--- config.mk ---
export PLATFORM = sky130hd
export DESIGN_NAME = iirdf_cfg_regs
export DESIGN_NICKNAME = d
export VERILOG_FILES = /design/src/hw/rtl/iirdf_pkg.sv /design/src/hw/rtl/iirdf_cfg_regs.sv
export SDC_FILE = /design/constraint.sdc
export NUM_CORES = 1
export LEC_CHECK = 0
export ABC_AREA = 1
export BUFFER_PORTS_ARGS = -buffer_cell sky130_fd_sc_hd__buf_2
export CAP_MARGIN = 20
export CORE_MARGIN = 5
export CORE_UTILIZATION = 46
export DETAILED_ROUTE_END_ITERATION = 8
export PLACE_DENSITY_LB_ADDON = 0.1
export REMOVE_ABC_BUFFERS = 1
export SLEW_MARGIN = 25
export SYNTH_ARGS = -nofsm -noshare
export SYNTH_HDL_FRONTEND = slang
export SYNTH_SLANG_ARGS = --single-unit
--- constraint.sdc ---
create_clock -name aclk -period 1.2 [get_ports aclk]
set_input_delay 0.06 -clock aclk [delete_from_list [all_inputs] [get_ports aclk]]
set_output_delay 0.06 -clock aclk [all_outputs]
set_load 0.1 [all_outputs]
--- src/hw/rtl/iirdf_pkg.sv ---
// ----------------------------------------------------------------------------
// iirdf_pkg
// Shared constants and types of the direct-form IIR filter.
// ----------------------------------------------------------------------------
package iirdf_pkg;

    localparam int MAX_ORDER_DEF = 16;

    localparam int CFG_IDX_W  = 8;
    localparam int CFG_DATA_W = 32;

    localparam logic [CFG_IDX_W-1:0] REG_NUM_ZEROS = CFG_IDX_W'(0);
    localparam logic [CFG_IDX_W-1:0] REG_NUM_POLES = CFG_IDX_W'(1);
    localparam logic [CFG_IDX_W-1:0] REG_INV_GAIN  = CFG_IDX_W'(2);

    localparam logic [31:0] INV_GAIN_RESET = 32'h0100_0000;

    typedef enum logic [1:0] {
        OP_SAMPLE  = 2'd0,
        OP_ZERO_WR = 2'd1,
        OP_POLE_WR = 2'd2,
        OP_CLEAR   = 2'd3
    } opcode_t;

    typedef struct packed {
        logic hist_clear;
        logic zero_wr;
        logic pole_wr;
        logic scale_mul;
        logic shift_hist;
        logic acc_clear;
        logic tap_mul;
        logic tap_sel_pole;
        logic finish;
    } ctrl_cmd_t;

endpackage

--- src/hw/rtl/iirdf_cfg_regs.sv ---
// ----------------------------------------------------------------------------
// iirdf_cfg_regs
// Configuration registers and the clamped filter orders derived from them.
// ----------------------------------------------------------------------------
module iirdf_cfg_regs
    import iirdf_pkg::*;
#(
    parameter int MAX_ORDER = MAX_ORDER_DEF,
    localparam int IDX_W = (MAX_ORDER > 1) ? $clog2(MAX_ORDER) : 1
) (
    input  logic                  aclk,
    input  logic                  aresetn,
    input  logic                  cfg_valid,
    output logic                  cfg_ready,
    input  logic [CFG_IDX_W-1:0]  cfg_index,
    input  logic [CFG_DATA_W-1:0] cfg_data,
    output logic [IDX_W-1:0]      nz_eff,
    output logic [IDX_W-1:0]      np_eff,
    output logic signed [31:0]    inv_gain
);

    localparam int EXT_W = IDX_W + 4;

    logic [3:0]       num_zeros_reg;
    logic [3:0]       num_poles_reg;
    logic [31:0]      inv_gain_reg;
    logic [EXT_W-1:0] nz_ext;
    logic [EXT_W-1:0] np_ext;

    assign cfg_ready = 1'b1;

    always_ff @(posedge aclk) begin
        if (!aresetn) begin
            num_zeros_reg <= '0;
            num_poles_reg <= '0;
            inv_gain_reg  <= INV_GAIN_RESET;
        end else if (cfg_valid) begin
            unique case (cfg_index)
                REG_NUM_ZEROS: num_zeros_reg <= cfg_data[3:0];
                REG_NUM_POLES: num_poles_reg <= cfg_data[3:0];
                REG_INV_GAIN:  inv_gain_reg  <= cfg_data[31:0];
                default: ;
            endcase
        end
    end

    // Orders beyond the history depth act as the deepest usable tap.
    assign nz_ext = EXT_W'(num_zeros_reg);
    assign np_ext = EXT_W'(num_poles_reg);
    assign nz_eff = (nz_ext > EXT_W'(MAX_ORDER - 1)) ? IDX_W'(MAX_ORDER - 1)
                                                      : nz_ext[IDX_W-1:0];
    assign np_eff = (np_ext > EXT_W'(MAX_ORDER - 1)) ? IDX_W'(MAX_ORDER - 1)
                                                      : np_ext[IDX_W-1:0];
    assign inv_gain = inv_gain_reg;

endmodule

## Word-level counts from Yosys, hierarchy flattened

Index checks and enable logic that the tools add are counted.

- Bits in registers: 40
- Output and inout bits: 41

- Equality and inequality tests: 2
- Reductions and logical operators: 4
- Magnitude comparators: 2
- Muxes and demuxes: 2

Operators by type and width:

| cell | count |
|---|---|
| $eq A8 B1 Y1 const B | 1 |
| $eq A8 B2 Y1 const B | 1 |
| $gt A4 B4 Y1 const B | 2 |
| $logic_not A8 Y1 | 1 |
| $mux W4 | 2 |
| $reduce_and A2 Y1 | 3 |

## Longest topological paths before layout

- Word-level depth: 2
- Depth in mapped cells: 7
- Depth with buffers taken out: 6

## Worst setup path before layout

Ideal clock, no wire load.

- Path kind: reg2reg
- Start point: register, netlist name num_poles_reg[0]
- End point: register num_poles_reg[0]
- Setup slack: -7 ps
- Cell stages (with the launch flop): 3
- Library setup time: 65 ps
- Data required time: 1135 ps
- Arrival time: 1142 ps
- Path through: dfxtp_1 > nor2_1 > nor2_1

RTL lines:

| item | line | RTL |
|---|---|---|
| to (signal assigned) | iirdf_cfg_regs.sv:40 | `REG_NUM_POLES: num_poles_reg <= cfg_data[3:0];` |
| to (decl) | iirdf_cfg_regs.sv:25 | `logic [3:0] num_poles_reg;` |

## Final worst setup path

- Start point: register inv_gain_reg[9], in the netlist inv_gain[9]
- End point: output port inv_gain[9]

RTL lines:

| item | line | RTL |
|---|---|---|
| from (decl) | iirdf_cfg_regs.sv:26 | `logic [31:0] inv_gain_reg;` |
| from (signal assigned) | iirdf_cfg_regs.sv:41 | `REG_INV_GAIN: inv_gain_reg <= cfg_data[31:0];` |
| to (decl) | iirdf_cfg_regs.sv:19 | `output logic signed [31:0] inv_gain` |

No word-level cell between the ends.

==> results.sh <==
export IMPL_status="complete, no violations"
export IMPL_fin_tns_setup_ps=0
export IMPL_critPathRequiredTime_ps=1140
export IMPL_max_stage_delay_ps=430
export IMPL_finalPower_uw=2500
export IMPL_dieArea_um2=5340
export IMPL_synth_adder_area_share_pct=0
export IMPL_port_buffers=82
export IMPL_crit_chain="buf_2"
export IMPL_dp_hpwl_um=2850
export IMPL_groute_usage_overall_pct=15.1
export IMPL_n_antenna_cell=0
export IMPL_fillers=399
export IMPL_largest_reg_flops=32
export IMPL_postCtsHoldBufs=0
export IMPL_hp_class="input port to flop"
export IMPL_pre_cts_slack_ps=84.1
export IMPL_grt_max_degree=41
export IMPL_leakage_uw=0.00128
export IMPL_synthMuxAreaShare_pct=0
export IMPL_initial_core_util_pct=46.7
export IMPL_stdcell_count=393
export IMPL_setup_ws_ps=70.4
export IMPL_ys_seq_area_share_pct=43.8
export IMPL_via_per_inst=4.54
export IMPL_post_route_period_util_pct=94.1
export IMPL_place_congestion=0.711
export IMPL_setup_viol=0
export IMPL_drt_iter0_markers=87
export IMPL_cap_violations=0
export IMPL_synth_top_family_by_area="simple AND/OR/NAND/NOR gates"
export IMPL_synth_ff_type="dfxtp_1"
export IMPL_rows=23
export IMPL_clk_latency_ps=280
export IMPL_coreArea_um2=3910
export IMPL_crit_buf_inv=1
export IMPL_clk_pin_slew_ps=70
export IMPL_cp_data_arrival_time_ps=1070
export IMPL_cp_depth=1
export IMPL_final_util_pct=60.6
export IMPL_fin_nets=385
export IMPL_drive_above_1_share_pct=28.6
export IMPL_drv_slew=0
export IMPL_cp_top_family="buffers and inverters"
export IMPL_synthSimpleGateAreaFrac_pct=32.4
export IMPL_powerDensity_nw_per_um2=1050
export IMPL_die_w_um=73.1
export IMPL_syn_to_final_growth_pct=29.6
export IMPL_cts_sinks=40
export IMPL_netlist_instances=266
export IMPL_cts_max_level=2
export IMPL_dp_cells=385
export IMPL_firstDrtPassIters=4
export IMPL_antenna_left=0
export IMPL_avgRoutedWirePerCell_um=10.2
export IMPL_multi_input_area_um2=772
export IMPL_holdPathStages=3
export IMPL_cp_end_kind="primary output"
export IMPL_ys_ff_latch=40
export IMPL_rsz0062_at_grt="false"
export IMPL_rr_worst_depth=2
export IMPL_cp_max_fo=2
export IMPL_critPathSlowestCell="buf_2"
export IMPL_ir_worst_vdd_uv=646
export IMPL_hold_violations=0
export IMPL_worstSetupPathType="flop to primary output"
export IMPL_grt_pass1_wl_um=6410
export IMPL_cts_root_buf="clkbuf_8"
export IMPL_die_h_um=73.1
export IMPL_ctsResizeCount=0
export IMPL_drc=0
export IMPL_fin_crit_ps=1130
export IMPL_ys_async_sr_fraction_pct=0
export IMPL_clock_skew_ps=0
export IMPL_final_seq_area_um2=801
export IMPL_grt_pass1_vias=1537
export IMPL_syn_area_per_cell_um2=6.88
export IMPL_post_cts_buffers=0
export IMPL_ios=84
export IMPL_mappedNetlistArea_um2=1830
export IMPL_cts_tree="done"
export IMPL_cts_buffers=5
export IMPL_ys_types=16
export IMPL_synth_compound_area_share_pct=9.58
export IMPL_timing_fmax_mhz=885
export IMPL_synth_xor_area_share_pct=0
export IMPL_synth_edf_count=0
export IMPL_vias=1783
export IMPL_start_kind="flop"
export IMPL_routed_wl_um=4030
export IMPL_clock_path_buffers=2
export IMPL_antenna_found_initial=0
export IMPL_synth_warning_count=0
export IMPL_grt_overflow=0
## cell usage after synthesis (3+ instances only)
library cell | instances | area share [%]
a21oi_1 | 35 | 9.6
buf_1 | 7 | 1.4
buf_6 | 7 | 4.3
clkbuf_1 | 3 | 0.62
dfxtp_1 | 40 | 44
inv_1 | 33 | 6.8
nand2_1 | 44 | 9.0
nand3_1 | 42 | 11
nor2_1 | 48 | 9.8
## cell families after synthesis
family,after synthesis
and+or+nand+nor,137
buffers and inverters,53
DFF,40
AOI/OAI and AO/OA,35
other,1
## worst paths after layout
| kind | from | end | slack [ps] |
|---|---|---|---|
| worst max register to register | num_zeros_reg[3]$_SDFFE_PN0P_ | num_zeros_reg[3]$_SDFFE_PN0P_ | 600 |
| worst max-delay path | inv_gain[9]$_SDFFE_PN0P_ | inv_gain[9] | 70 |
| worst min register to register | inv_gain[24]$_SDFFE_PN1P_ | inv_gain[24]$_SDFFE_PN1P_ | 480 |
| worst min-delay path | cfg_data[24] | inv_gain[24]$_SDFFE_PN1P_ | 20 |
## layout make-up
| class | instances | share of cell area, % |
|---|---|---|
| repair buffers | 88 | 21.8 |
| multi-input cells | 173 | 32.6 |
| flip-flops and latches | 40 | 33.8 |
| inverters | 34 | 5.38 |
| clock buffers | 8 | 3.80 |
| well taps | 50 | 2.64 |
## per-stage QoR
stage	hold slack, ps	instance area [um^2]
2_1_floorplan	144	1700
3_3_place_gp	321	2280
3_5_place_dp	325	2280
4_1_cts	29.2	2370
5_1_grt	31.5	2370
6_report	24.9	2370
## layout by cell type, fill, tap and decap left out, drive strengths merged
cell / n
nand3: 42
dfxtp: 40
inv: 34
a21oi: 35
clkbuf: 8
nand2: 45
nor2: 50
buf: 88
conb: 1
## metal layers
layer	track usage, %	vias up	wire length (um)
met5	0	-	0
met4	4.92	0	46
met3	3.44	5	263
met2	24.8	48	1840
met1	19.5	752	1880
li1	-	978	-
## where the power goes
group          internal [uW]  switching (uW)  total, uW
Clock                    469             432        901
Sequential              1330            1.51       1330
Combinational            104             164        268
Power figures use the tool's default switching activity.
