--- config.mk ---
export PLATFORM = sky130hd
export DESIGN_NAME = iirdf_ctrl
export DESIGN_NICKNAME = d
export VERILOG_FILES = /design/src/hw/rtl/iirdf_pkg.sv /design/src/hw/rtl/iirdf_ctrl.sv
export SDC_FILE = /design/constraint.sdc
export NUM_CORES = 1
export LEC_CHECK = 0
export BUFFER_PORTS_ARGS = -buffer_cell sky130_fd_sc_hd__buf_4
export CAP_MARGIN = 5
export CORE_ASPECT_RATIO = 0.8
export CORE_MARGIN = 5
export CORE_UTILIZATION = 43
export DETAILED_ROUTE_END_ITERATION = 10
export GPL_TIMING_DRIVEN = 0
export PLACE_DENSITY = 0.74
export SLEW_MARGIN = 40
export SYNTH_ARGS = -nofsm -noshare
export SYNTH_HDL_FRONTEND = slang
export SYNTH_SLANG_ARGS = --single-unit
export TNS_END_PERCENT = 20
--- constraint.sdc ---
create_clock -name aclk -period 1.85 [get_ports aclk]
set_clock_uncertainty 0.2 [all_clocks]
set_input_delay 0.4625 -clock aclk [delete_from_list [all_inputs] [get_ports aclk]]
set_output_delay 0.4625 -clock aclk [all_outputs]
set_load 0.01 [all_outputs]
--- src/hw/rtl/iirdf_pkg.sv ---
// ----------------------------------------------------------------------------
// iirdf_pkg
// Shared constants and types of the direct-form IIR filter.
// ----------------------------------------------------------------------------
package iirdf_pkg;

    localparam int MAX_ORDER_DEF = 16;

    localparam int CFG_IDX_W  = 8;
    localparam int CFG_DATA_W = 32;

    localparam logic [CFG_IDX_W-1:0] REG_NUM_ZEROS = CFG_IDX_W'(0);
    localparam logic [CFG_IDX_W-1:0] REG_NUM_POLES = CFG_IDX_W'(1);
    localparam logic [CFG_IDX_W-1:0] REG_INV_GAIN  = CFG_IDX_W'(2);

    localparam logic [31:0] INV_GAIN_RESET = 32'h0100_0000;

    typedef enum logic [1:0] {
        OP_SAMPLE  = 2'd0,
        OP_ZERO_WR = 2'd1,
        OP_POLE_WR = 2'd2,
        OP_CLEAR   = 2'd3
    } opcode_t;

    typedef struct packed {
        logic hist_clear;
        logic zero_wr;
        logic pole_wr;
        logic scale_mul;
        logic shift_hist;
        logic acc_clear;
        logic tap_mul;
        logic tap_sel_pole;
        logic finish;
    } ctrl_cmd_t;

endpackage

--- src/hw/rtl/iirdf_ctrl.sv ---
// ----------------------------------------------------------------------------
// iirdf_ctrl
// Sequencer that steps the shared multiply-accumulate unit over the taps.
// ----------------------------------------------------------------------------
module iirdf_ctrl
    import iirdf_pkg::*;
#(
    parameter int MAX_ORDER = MAX_ORDER_DEF,
    localparam int IDX_W = (MAX_ORDER > 1) ? $clog2(MAX_ORDER) : 1
) (
    input  logic             aclk,
    input  logic             aresetn,
    input  logic             s_valid,
    output logic             s_ready,
    input  logic [1:0]       opcode,
    input  logic [IDX_W-1:0] nz_eff,
    input  logic [IDX_W-1:0] np_eff,
    input  logic             out_hold,
    output ctrl_cmd_t        cmd,
    output logic [IDX_W-1:0] tap_idx
);

    typedef enum logic [4:0] {
        ST_IDLE   = 5'b00001,
        ST_SHIFT  = 5'b00010,
        ST_MAC    = 5'b00100,
        ST_DRAIN  = 5'b01000,
        ST_FINISH = 5'b10000
    } state_t;

    state_t           state_reg, state_next;
    logic [IDX_W-1:0] cnt_reg, cnt_next;
    logic             pole_reg, pole_next;

    always_comb begin
        state_next = state_reg;
        cnt_next   = cnt_reg;
        pole_next  = pole_reg;
        cmd        = '0;
        s_ready    = 1'b0;
        unique case (state_reg)
            ST_IDLE: begin
                s_ready = 1'b1;
                if (s_valid) begin
                    unique case (opcode_t'(opcode))
                        OP_SAMPLE: begin
                            cmd.scale_mul = 1'b1;
                            state_next    = ST_SHIFT;
                        end
                        OP_ZERO_WR: cmd.zero_wr    = 1'b1;
                        OP_POLE_WR: cmd.pole_wr    = 1'b1;
                        OP_CLEAR:   cmd.hist_clear = 1'b1;
                    endcase
                end
            end
            ST_SHIFT: begin
                cmd.shift_hist = 1'b1;
                cmd.acc_clear  = 1'b1;
                cnt_next       = '0;
                pole_next      = 1'b0;
                state_next     = ST_MAC;
            end
            ST_MAC: begin
                cmd.tap_mul      = 1'b1;
                cmd.tap_sel_pole = pole_reg;
                if (!pole_reg) begin
                    if (cnt_reg == nz_eff) begin
                        if (np_eff == '0) begin
                            state_next = ST_DRAIN;
                        end else begin
                            pole_next = 1'b1;
                            cnt_next  = '0;
                        end
                    end else begin
                        cnt_next = cnt_reg + IDX_W'(1);
                    end
                end else if (cnt_reg == np_eff - IDX_W'(1)) begin
                    state_next = ST_DRAIN;
                end else begin
                    cnt_next = cnt_reg + IDX_W'(1);
                end
            end
            ST_DRAIN: begin
                state_next = ST_FINISH;
            end
            ST_FINISH: begin
                if (!out_hold) begin
                    cmd.finish = 1'b1;
                    state_next = ST_IDLE;
                end
            end
            default: begin
                state_next = ST_IDLE;
            end
        endcase
    end

    always_ff @(posedge aclk) begin
        if (!aresetn) begin
            state_reg <= ST_IDLE;
            cnt_reg   <= '0;
            pole_reg  <= 1'b0;
        end else begin
            state_reg <= state_next;
            cnt_reg   <= cnt_next;
            pole_reg  <= pole_next;
        end
    end

    assign tap_idx = cnt_reg;

endmodule

---- After elaboration in Yosys (flattened, before gate mapping) ----
Cells that the tools add are included.
word-level totals
  bits in registers ....................... 10
  input bits .............................. 14
  logic and storage cells ................. 56
operators by class
  add/sub/neg operators ................... 2
  eq/ne operators ......................... 18
  multiplexer cells ....................... 28
  reduce and logical (&&, ||, !) cells .... 5
operators with widths
  kind                 count
  $mux 5               7
  $pmux 5 s5           1
  $mux 4               6
  $ne 3x3->1 const B   4
  $mux 1               10
  $eq 4x4->1           2
  $pmux 4 s2           1
  $reduce_and 6->1     1
  $eq 5x1->1 const B   1
  $eq 5x2->1 const B   1
  $eq 5x3->1 const B   1
  $eq 5x4->1 const B   1
  $eq 5x5->1 const B   1
  $add 4x1->4 const B  1
  $eq 2x2->1 const B   2
  $logic_not 4->1      1
  $mux 2               2
  $ne 2x2->1 const B   2
  $ne 4x4->1 const B   1
  $sub 4x1->4 const B  1
  $reduce_and 3->1     1
  $eq 2x1->1 const B   1
  $logic_not 2->1      1
  $ne 2x1->1 const B   1
  other kinds (2)      2

---- Longest topological paths before layout ----
  depth after elaboration ................. 5
  gate-level depth with buffers ........... 7

---- Worst setup path after synthesis ----
Ideal clock, no wire load.
  path kind ............................... input-to-reg
  from .................................... in np_eff[0]
  to ...................................... reg cnt_reg[2] (netlist: tap_idx[2])
  library setup time ...................... 0.131 ns
  arrival time ............................ 1.701 ns
  data required time ...................... 1.519 ns
  slack ................................... -0.182 ns
  stages on the path ...................... 7
  buffers on the path ..................... 0
  path through ............................ inv_1 -> ha_1 -> xnor2_1 -> o211ai_1 -> a2111oi_4 -> o311ai_2 -> o221ai_2
between the ends
  longest elaborated chain between the ends .. 4
  elaborated cells on any way between the ends .. 6
  classes of those cells .................. 1 x add/sub; 3 x eq/ne; 2 x reduce/logical
RTL lines
  item                                 line               RTL
  start: declaration                   iirdf_ctrl.sv:17   input logic [IDX_W-1:0] np_eff,
  $sub 4x1->4                          iirdf_ctrl.sv:77   end else if (cnt_reg == np_eff - IDX_W'(1)) begin
  $eq 4x4->1                           iirdf_ctrl.sv:77
  $ne 3x3->1 (no source line)          n/a
  $reduce_and 3->1 (no source line) *  n/a
  end signal: assignment               iirdf_ctrl.sv:105  cnt_reg <= cnt_next;
  end: declaration                     iirdf_ctrl.sv:32   logic [IDX_W-1:0] cnt_reg, cnt_next;
Mark *: on every way between the ends. The rest lies on a longest branch, timed or not.
A chain may end at the register's enable or synchronous reset.

==> reports/qor.csv <==
metric;value;unit
Initial DRT Pass Iterations;4;
Max transition margin;73.3;%
worst setup path start;state_reg[1];
hold endpoint;state_reg[0];
Synth top area share;25.8;%
PD cells;435;nW/µm²
Initial Util;46.4;%
Core Box Area;1680;µm²
worst skew pair latency;0.28;ns
cell accounting for the most synthesized area;dfxtp_1;
multi-input combinational cell area;644;µm²
clock tree buffer depth;2;
Worst Setup Path Type;reg2out;
Post-DRT Antenna Nets;0;
total of max-cap violations;0;
delay-heaviest family, CP;simple AND/OR/NAND/NOR gates;
Syn Area/Cell;8.63;µm²
H-Tree Level Count;1;
Die Y;48.0;µm
Post-Place Setup Slack;-0.418;ns
first-pass GRT wire length;3.58;mm
Largest stage delay, worst path;0.36;ns
Setup WS post-layout;-0.151;ns
antenna cells;0;
Max stage delay cell, worst path;dfxtp_4;
drt first-iter violations;6;
Largest register FFs;5;
Hold Path Class;in2reg;
Max Clk Rate;0.500;GHz
final WL;2.17;mm
initial antenna violation count;0;
DRC;0;
CTS tree;done;
RR Endpoint;tap_idx[2];
failing checks;setup timing;
worst path buffer plus inverter count;2;
Avg WL per Cell;14.3;µm
Vias/cell;5.38;
post-place instance area;1050;µm²
Worst R2R Start;tap_idx[1];
pin count of the biggest net entering global routing;8;
Yosys cell types;36;
WP data required;1.19;ns
root buf cell;clkbuf_4;
sequential fraction of the synthesis area;25.8;%
HP Start;aresetn;
Area contributors post-synth;dfxtp_1, xor2_1, ha_1, xnor2_1, nand2_1;
Startpoint Class;flip-flop;
fill count;114;
max-slew violations;0;
endpoints failing setup;13;
Mapped Area;777;µm²
Hold Path Cell Cnt;2;
flop2flop setup slack;-0.04;ns
Max VDD drop;354;µV
outcome;complete, but fails checks;
Fin Setup TNS;-1.01;ns
GR Overflow Total;0;
Final Cycle Share;108;%
RSZ-0062 raised after global routing;yes;
# port buffers;27;
# IOs;28;
Critical Path AT;1.34;ns
Die Area;2760;µm²
Synth Register Bits;10;
min cycle time layout;2.00;ns
clock sink total;10;
final instance count without filler cells;151;
CP Cell Sequence;buf_6 -> nor4_4 -> and2_1 -> buf_4;
vias;813;
Overall Global Routing Usage;17.4;%
Net Count, Synth;107;
Final #Nets;147;
cts bufs inserted;3;
Synth Instances;90;
placed cells;139;
storage element area;224;µm²
endpoints failing hold;0;
vias in the first global route;806;
P_leak;0.524;nW
row cnt;13;
share of layout cells above drive strength 1;57.4;%
Crit Path Max Fanout;4;
Area growth, synth to finish;63.8;%
worst hold slack;0.236;ns
GP Congestion;0.716;
CP Capture Type;primary output;
die extent in x;57.5;µm
Clk pin slew, worst setup/hold paths;0.08;ns
worst slew pin tran;0.401;ns
YS warnings;0;
R2R depth;5;
Final Instance Area;1270;µm²
DPL Wire Length;1.54;mm
## layout make-up
cell class / count / area share [%]
sequential: 10 / 17.6
inverter: 9 / 4.03
buffer: 2 / 1.18
clock buffer: 4 / 2.85
timing repair buffer: 35 / 21.5
multi-input combinational: 69 / 50.6
tap: 22 / 2.16
## synthesized netlist by cell type
master	count
dfxtp_1	10
nand2_1	9
nor2_1	9
inv_1	8
xor2_1	6
xnor2_1	4
ha_1	3
nand2b_1	3
nor3_1	3
and2_1	2
buf_4	2
mux2i_1	2
nand3_1	2
nor2b_1	2
nor3b_1	2
o211ai_1	2
o221ai_2	2
a2111oi_4	1
a32oi_1	1
and3_1	1
and4_1	1
and4b_1	1
inv_2	1
nor3_2	1
nor3b_2	1
nor4_1	1
nor4_4	1
o21a_1	1
o21ai_0	1
o21ai_1	1
o22ai_1	1
o311ai_2	1
o32a_1	1
or3_1	1
or3_4	1
or4_1	1
## layout by cell type, fill, tap and decap left out, drive strengths merged, types with 2 or more instances in the layout
master	n
and2	2
buf	37
clkbuf	4
dfxtp	10
ha	3
inv	9
mux2i	2
nand2	9
nand2b	3
nand3	2
nor2	9
nor2b	2
nor3	4
nor3b	3
nor4	2
o211ai	2
o21ai	2
o221ai	2
or3	2
xnor2	4
xor2	6
## per-layer routing
metal	wire length [µm]	global-route usage (%)
met5	0	0
met4	19	4.17
met3	110	4.85
met2	1160	33.6
met1	876	19.4
## through the flow
stage               utilization [%]  total power [mW]
detailed placement             63.0             0.333
finish                         76.0             0.554
CTS                            74.7             0.551
global route                   76.0             0.576
floorplan                         -             0.281
global placement               63.0             0.329
## report_power, final
group | leakage, nW | switching [mW] | total [mW] | internal [mW]
combinational | 0.417 | 0.0613 | 0.130 | 0.0687
sequential | 0.0853 | 0.00520 | 0.216 | 0.211
clock | 0.0210 | 0.0878 | 0.208 | 0.120
total | 0.524 | 0.154 | 0.554 | 0.399
## worst max path at each step
stage,to,slack [ns],cells past startpoint
6_report,cmd[1],-0.15,4
4_1_cts,cmd[1],-0.16,4
2_1_floorplan,tap_idx[2],-0.13,7
5_1_grt,cmd[1],-0.22,4
3_5_place_dp,tap_idx[2],-0.42,8
3_3_place_gp,tap_idx[3],-0.41,8
## kinds of logic after synthesis
kind of cell	after synthesis	synth area share, %
flops	10	25.8
simple gates	42	32.4
compound gates	12	16.9
xor+xnor	10	11.3
mux	2	2.58
buf+inv	11	6.28
fa+ha+maj	3	4.83
## worst register-to-register path: stages, from the launching register on
cell and delay, ns:
dfxtp_4 0.37, xor2_1 0.17, nor4_2 0.41, nor3b_4 0.32
o311ai_4 0.17, o221ai_2 0.18
## what timing repair did
action | in CTS | in global routing
setup endpoints to repair | 15 | 16
gates resized for setup | 31 | 3
setup buffers | 7 | 1
pin swaps | 11 | 5
hold buffers | 0 | 0
No activity file was read; power rests on OpenSTA's default activity.
